**src/rtl/core/bis_pkg.sv**
```systemverilog
`default_nettype none
// ----------------------------------------------------------------------------
// bis_pkg
// Shared types and codes of the bilinear image scaler.
// ----------------------------------------------------------------------------
package bis_pkg;

    // request kinds
    typedef enum logic {
        ACT_LOAD   = 1'b0,
        ACT_SAMPLE = 1'b1
    } t_action;

    // configuration register indexes
    typedef enum logic [2:0] {
        CFG_SURF_W = 3'd0,
        CFG_SURF_H = 3'd1,
        CFG_RECT_L = 3'd2,
        CFG_RECT_T = 3'd3,
        CFG_RECT_W = 3'd4,
        CFG_RECT_H = 3'd5,
        CFG_DEST_W = 3'd6,
        CFG_DEST_H = 3'd7
    } t_cfg_idx;

    localparam int CFG_DATA_W = 13;

    // configuration register file
    typedef struct packed {
        logic [8:0]  surf_w;
        logic [8:0]  surf_h;
        logic [7:0]  rect_l;
        logic [7:0]  rect_t;
        logic [8:0]  rect_w;
        logic [8:0]  rect_h;
        logic [12:0] dest_w;
        logic [12:0] dest_h;
    } t_cfg;

    // one request as it travels down the pipe
    typedef struct packed {
        t_action     act;
        logic [7:0]  load_col;
        logic [7:0]  load_row;
        logic [31:0] pix;
        logic [11:0] dest_col;
        logic [11:0] dest_row;
    } t_item;

endpackage
`default_nettype wire

```
**src/rtl/core/bis_blend.sv**
```systemverilog
`default_nettype none
// ----------------------------------------------------------------------------
// bis_blend
// Horizontal then vertical blend with round half up, output register.
// ----------------------------------------------------------------------------
module bis_blend
    import bis_pkg::*;
#(
    parameter int FRAC_BITS = 8
) (
    input  logic                 i_clk,
    input  logic                 i_rst_n,
    input  logic                 i_en,
    input  logic                 i_valid,
    input  t_action              i_act,
    input  logic [31:0]          i_rd [4],
    input  logic                 i_cpar,
    input  logic                 i_rpar,
    input  logic                 i_dropx,
    input  logic                 i_dropy,
    input  logic [FRAC_BITS-1:0] i_fx,
    input  logic [FRAC_BITS-1:0] i_fy,
    output logic                 o_valid,
    output logic [31:0]          o_pix
);

    localparam int SW = FRAC_BITS + 9;

    function automatic logic [7:0] blend8(input logic [7:0] a, input logic [7:0] b,
                                          input logic [FRAC_BITS-1:0] f);
        logic [FRAC_BITS:0] wa;
        logic [SW-1:0]      s;
        wa = ((FRAC_BITS+1)'(1) << FRAC_BITS) - (FRAC_BITS+1)'(f);
        s  = SW'(a) * SW'(wa) + SW'(b) * SW'(f) + (SW'(1) << (FRAC_BITS - 1));
        return s[FRAC_BITS+7:FRAC_BITS];
    endfunction

    function automatic logic [31:0] blend32(input logic [31:0] a, input logic [31:0] b,
                                            input logic [FRAC_BITS-1:0] f);
        logic [31:0] r;
        for (int c = 0; c < 4; c++) begin
            r[c*8 +: 8] = blend8(a[c*8 +: 8], b[c*8 +: 8], f);
        end
        return r;
    endfunction

    logic [31:0]          tl;
    logic [31:0]          tr;
    logic [31:0]          bl;
    logic [31:0]          br;
    logic [31:0]          tr_e;
    logic [31:0]          bl_e;
    logic [31:0]          br_e;

    logic                 r_vh;
    t_action              r_acth;
    logic [31:0]          r_top;
    logic [31:0]          r_bot;
    logic [FRAC_BITS-1:0] r_fy;
    logic                 r_vo;
    logic [31:0]          r_pix;

    // place banks as top-left, top-right, bottom-left, bottom-right
    assign tl = i_rd[{i_rpar, i_cpar}];
    assign tr = i_rd[{i_rpar, ~i_cpar}];
    assign bl = i_rd[{~i_rpar, i_cpar}];
    assign br = i_rd[{~i_rpar, ~i_cpar}];

    // dropped neighbors repeat the near pixel
    assign tr_e = i_dropx ? tl : tr;
    assign bl_e = i_dropy ? tl : bl;
    assign br_e = i_dropy ? tr_e : (i_dropx ? bl : br);

    // horizontal stage
    always_ff @(posedge i_clk) begin
        if (!i_rst_n) begin
            r_vh <= 1'b0;
        end else if (i_en) begin
            r_vh <= i_valid;
        end
    end

    always_ff @(posedge i_clk) begin
        if (i_en) begin
            r_acth <= i_act;
            r_top  <= blend32(tl, tr_e, i_fx);
            r_bot  <= blend32(bl_e, br_e, i_fx);
            r_fy   <= i_dropy ? '0 : i_fy;
        end
    end

    // vertical stage into the output register; loads leave a bubble
    always_ff @(posedge i_clk) begin
        if (!i_rst_n) begin
            r_vo <= 1'b0;
        end else if (i_en) begin
            r_vo <= r_vh && (r_acth == ACT_SAMPLE);
        end
    end

    always_ff @(posedge i_clk) begin
        if (i_en) begin
            r_pix <= blend32(r_top, r_bot, r_fy);
        end
    end

    assign o_valid = r_vo;
    assign o_pix   = r_pix;

endmodule
`default_nettype wire

```
**config.mk**
```make
export PLATFORM = sky130hd
export DESIGN_NAME = bis_blend
export DESIGN_NICKNAME = d
export VERILOG_FILES = /design/src/rtl/core/bis_pkg.sv /design/src/rtl/core/bis_blend.sv
export SDC_FILE = /design/constraint.sdc
export NUM_CORES = 2
export LEC_CHECK = 0
export ABC_AREA = 1
export BUFFER_PORTS_ARGS = -buffer_cell sky130_fd_sc_hd__buf_2
export CAP_MARGIN = 10
export CORE_ASPECT_RATIO = 0.8
export CORE_MARGIN = 10
export CORE_UTILIZATION = 50
export CTS_CLUSTER_DIAMETER = 60
export CTS_CLUSTER_SIZE = 14
export DETAILED_ROUTE_END_ITERATION = 8
export GPL_ROUTABILITY_DRIVEN = 0
export PLACE_DENSITY = 0.73
export SYNTH_ARGS = -nofsm -noshare
export SYNTH_HDL_FRONTEND = slang
export SYNTH_SLANG_ARGS = --single-unit
```
**constraint.sdc**
```tcl
create_clock -name i_clk -period 14.7 [get_ports i_clk]
set_input_delay 1.47 -clock i_clk [delete_from_list [all_inputs] [get_ports i_clk]]
set_output_delay 1.47 -clock i_clk [all_outputs]
set_load 0.005 [all_outputs]
```
### Yosys cells after proc, flatten, opt, wreduce, memory -nomap -nowiden

Cells that the tools add are included.

* bits in registers: 107
* output and inout port bits: 33

* multiplexer cells: 16
* reduce and logical (&&, ||, !) cells: 1
* magnitude comparators: 4
* multipliers: 24
* $add $sub $neg: 26
* bitwise gates (word level): 6

Operators with widths (number)
* 2-to-1 mux 32 bit: 12
* binary-select mux 32 bit (select 2 bit): 4
* adder 16 bit: 12
* adder 16 x 8 -> 16 bit (second input constant): 12
* multiplier 8 x 8 -> 16 bit: 12
* multiplier 8 x 9 -> 16 bit: 12
* subtractor 9 x 8 -> 9 bit (first input constant): 2
* >= comparator 3 bit (second input constant): 4
* NOT 2 -> 3 bit: 4
* NOT 1 bit: 2
* logical AND 1 bit: 1

### Logic depth before layout (Yosys ltp)

* word-level depth: 10
* mapped depth: 34

### Least setup slack after synthesis

Ideal clock, no wire load.

* path type: input port to flip-flop
* from: input i_fx[0]
* to: register r_top[15], data pin
* slack: 6955 ps
* stages on the path: 27
* arrival time: 7491 ps
* path buffers: 4
* cell sequence: buf_2 inv_2 clkbuf_1 ha_1 nand2_1 nor2_2 xor2_1 buf_2 buf_1 nor2_1 fa_1 inv_1 fa_1 fa_1 inv_1 fa_1 fa_1 inv_1 fa_1 inv_1 ha_1 a21oi_1 o21ai_0 a221oi_1 nand2_1 nand2_1 nand2_1

* longest elaborated chain between the ends: 4
* elaborated cells on any way between the ends: 5
* classes of those cells: add/sub (3); mul (2)

RTL lines
* from (decl): line bis_blend.sv:21 `input logic [FRAC_BITS-1:0] i_fx,`
* subtractor 9 x 8 -> 9 bit: line bis_blend.sv:33 `wa = ((FRAC_BITS+1)'(1) << FRAC_BITS) - (FRAC_BITS+1)'(f);`
* multiplier 8 x 9 -> 16 bit: line bis_blend.sv:34 `s = SW'(a) * SW'(wa) + SW'(b) * SW'(f) + (SW'(1) << (FRAC_BITS - 1));`
* adder 16 bit (*): line bis_blend.sv:34
* adder 16 x 8 -> 16 bit (*): line bis_blend.sv:34
* to (signal assigned): line bis_blend.sv:86 `r_top <= blend32(tl, tr_e, i_fx);`
* to (decl): line bis_blend.sv:57 `logic [31:0] r_top;`

Mark *: on every way between the ends. The rest lies on a longest branch, timed or not.
A chain may end at the register's enable or synchronous reset.

### Final worst setup path

Ends and elaborated chain as after synthesis.

==> flow_metrics.tcl <==
set metrics [dict create \
    status "completed" \
    drt_iter0_markers 4941 \
    finalHoldViolCount 0 \
    synth.top_cell.area_share 0.385 \
    core_um2 123000 \
    cts_resized 0 \
    fin_nets 10300 \
    cpMostUsedCell "fa_1" \
    die_area_um2 139000 \
    synth.cell_area_um2 62300 \
    maxSlewViolCount 0 \
    drt_pass1_iterations 7 \
    cp_slowest_stage_delay_ns 0.67 \
    io_pins 186 \
    synthArstFlopShare 0 \
    crit_slowest_cell "clkinv_2" \
    synth_fp_nets 10300 \
    cts_tree "done" \
    critPathKind "input pin to flop" \
    grt_pass1_vias 55300 \
    cp-start-kind "input pin" \
    period_share 0.607 \
    detailed_place_hpwl_um 149000 \
    stdcell_area_um2 64800 \
    vias 52400 \
    ys_seq_area_frac 0.0512 \
    yosys_most_used_dff "edfxtp_1" \
    rsz0062_at_grt "no" \
    synth.distinct_cells 51 \
    wl_um 184000 \
    period_needed_ns 8.93 \
    min_path_type "flop to flop" \
    port_buffers 185 \
    numCtsBuffers 9 \
    slew-limit-headroom 0.221 \
    gr-usage-all-layers 0.270 \
    drv_cap 0 \
    skew_ns 0.0260 \
    synth_area_leaders "fa_1, ha_1, inv_1" \
    clock_path_buffers 2 \
    postCtsSetupRepairBufs 0 \
    rows 115 \
    fin_setup_tns_ns 0 \
    synth_edf_count 105 \
    tightest_slew_ns 1.17 \
    worst_slack_ns 5.77 \
    gr-total-overflow 0 \
    cp.required_ns 14.90 \
    grt_pass1_wl_um 299000 \
    syn-mean-instance-area_um2 7.63 \
    dieWidth_um 415 \
    syn_inst 8165 \
    end_kind "flop" \
    arrival_ns 9.13 \
    initial_core_util 0.506 \
    htreeDepth 3 \
    cp_max_fo 31 \
    postPlaceCellArea_um2 64500 \
    yosysWarnings 0 \
    via_per_inst 5.36 \
    max_freq_mhz 112 \
    detail-route-antenna-nets 0 \
    drc 0 \
    clock_latency_ns 0.44 \
    drive_gt1_frac 0.0482 \
    wl_per_cell_um 18.8 \
    clock-sinks 107 \
    ys_seq_elements 107 \
    setup_viol 0 \
    pre_cts_ws_ns 5.51 \
    holdBufCountCts 0 \
    synthToLayoutAreaGrowth_pct 3.96 \
    cts_root_buffer "clkbuf_16" \
    clkTransAtPathRegs_ns 0.09 \
    yosys.area.top_type "fa_1" \
    die_y_um 336 \
    antenna_found_initial 6 \
    grt_max_degree 108 \
]
==> through the flow <==
step,instances,hold slack [ns],util
after global routing,9773,0.516,0.525
final,9777,0.460,0.526
after detailed placement,9756,0.452,0.523
after CTS,9772,0.465,0.525
after global placement,9756,0.437,0.523
after floorplan,8165,0.430,-
==> path summary, 6_finish.rpt <==
path         cells past startpoint             startpoint                    to  slack (ns)
min reg2reg                      2      r_vh$_SDFFE_PN0P_  o_valid$_SDFFE_PN0P_        0.46
min                              2      r_vh$_SDFFE_PN0P_  o_valid$_SDFFE_PN0P_        0.46
max                             26                i_fx[0]   r_top[15]$_DFFE_PP_        5.77
max reg2reg                     26  r_fy[0]$_SDFFCE_PP0P_    o_pix[5]$_DFFE_PP_        6.35
==> cells in the final DEF, fill, tap and decap left out, types with 22 or more instances in the layout <==
master / count
inv_1: 2255
o21ai_0: 161
nand3_1: 147
xnor2_1: 85
fa_1: 1200
edfxtp_1: 105
nor2_1: 943
o21ai_1: 35
ha_1: 782
o21ai_2: 49
o211ai_1: 29
xor2_1: 50
nand4_1: 30
nor3_1: 22
a211oi_1: 23
buf_4: 61
a21oi_1: 155
inv_2: 43
buf_2: 182
nand2_1: 1634
==> cells in the mapped netlist (19+ instances only) <==
| master | n |
|---|---|
| o21ai_2 | 49 |
| clkbuf_2 | 28 |
| nand3_1 | 147 |
| inv_1 | 2260 |
| a21oi_1 | 155 |
| fa_1 | 1200 |
| nor2_1 | 943 |
| nand2_1 | 1634 |
| buf_2 | 56 |
| xor2_1 | 51 |
| o21ai_0 | 161 |
| o21ai_1 | 35 |
| edfxtp_1 | 105 |
| xnor2_1 | 86 |
| buf_4 | 19 |
| nand4_1 | 30 |
| nor3_1 | 22 |
| ha_1 | 782 |
| inv_2 | 42 |
| clkbuf_1 | 167 |
| a211oi_1 | 23 |
| o211ai_1 | 29 |
==> layer usage <==
metal  vias to the layer above  global-route usage  wire length [um]
met2                      2667               0.427             80100
met1                     25500               0.360             74600
li1                      23700                   -                 -
met5                         -                   0                13
met4                         2               0.113              9410
met3                       479              0.0587             19800
==> critical path: cells and delay by family <==
family	cells	cell delay (ns)
AO/OA/AOI/OAI	3	0.84
XOR/XNOR	1	0.15
adder cells (fa/ha/maj)	8	3.69
buffers and inverters	8	2.39
AND/OR/NAND/NOR	6	0.54
==> final cells by class <==
type / count / area [um2]
diodes: 5 / 12.5
clock buffers: 9 / 225
clock inverters: 7 / 97.6
fillers: 11500 / 58500
inverters: 2306 / 8660
multi-input cells: 5462 / 49200
flip-flops and latches: 107 / 3190
well taps: 1638 / 2050
repair buffers: 243 / 1370
==> flip-flops by register name, summed over array words and instances, names as in the netlist <==
signal,cells
r_vh,1
r_acth,1
r_fy,8
o_valid,1
r_top,32
o_pix,32
r_bot,32
==> cell families (layout without fill, tap and decap cells) <==
logic type      after synthesis  after routing  share of synthesized area
simple gates               2831           2831                      0.178
other cells                   0              5                          0
buf+inv                    2596           2565                      0.160
fa+ha+maj                  1982           1982                      0.542
flops                       107            107                     0.0512
xor+xnor                    138            138                     0.0195
compound gates              511            511                     0.0487
Power is not shown: default switching activity piles up to over one toggle a cycle in this logic, so the estimate is an artifact.
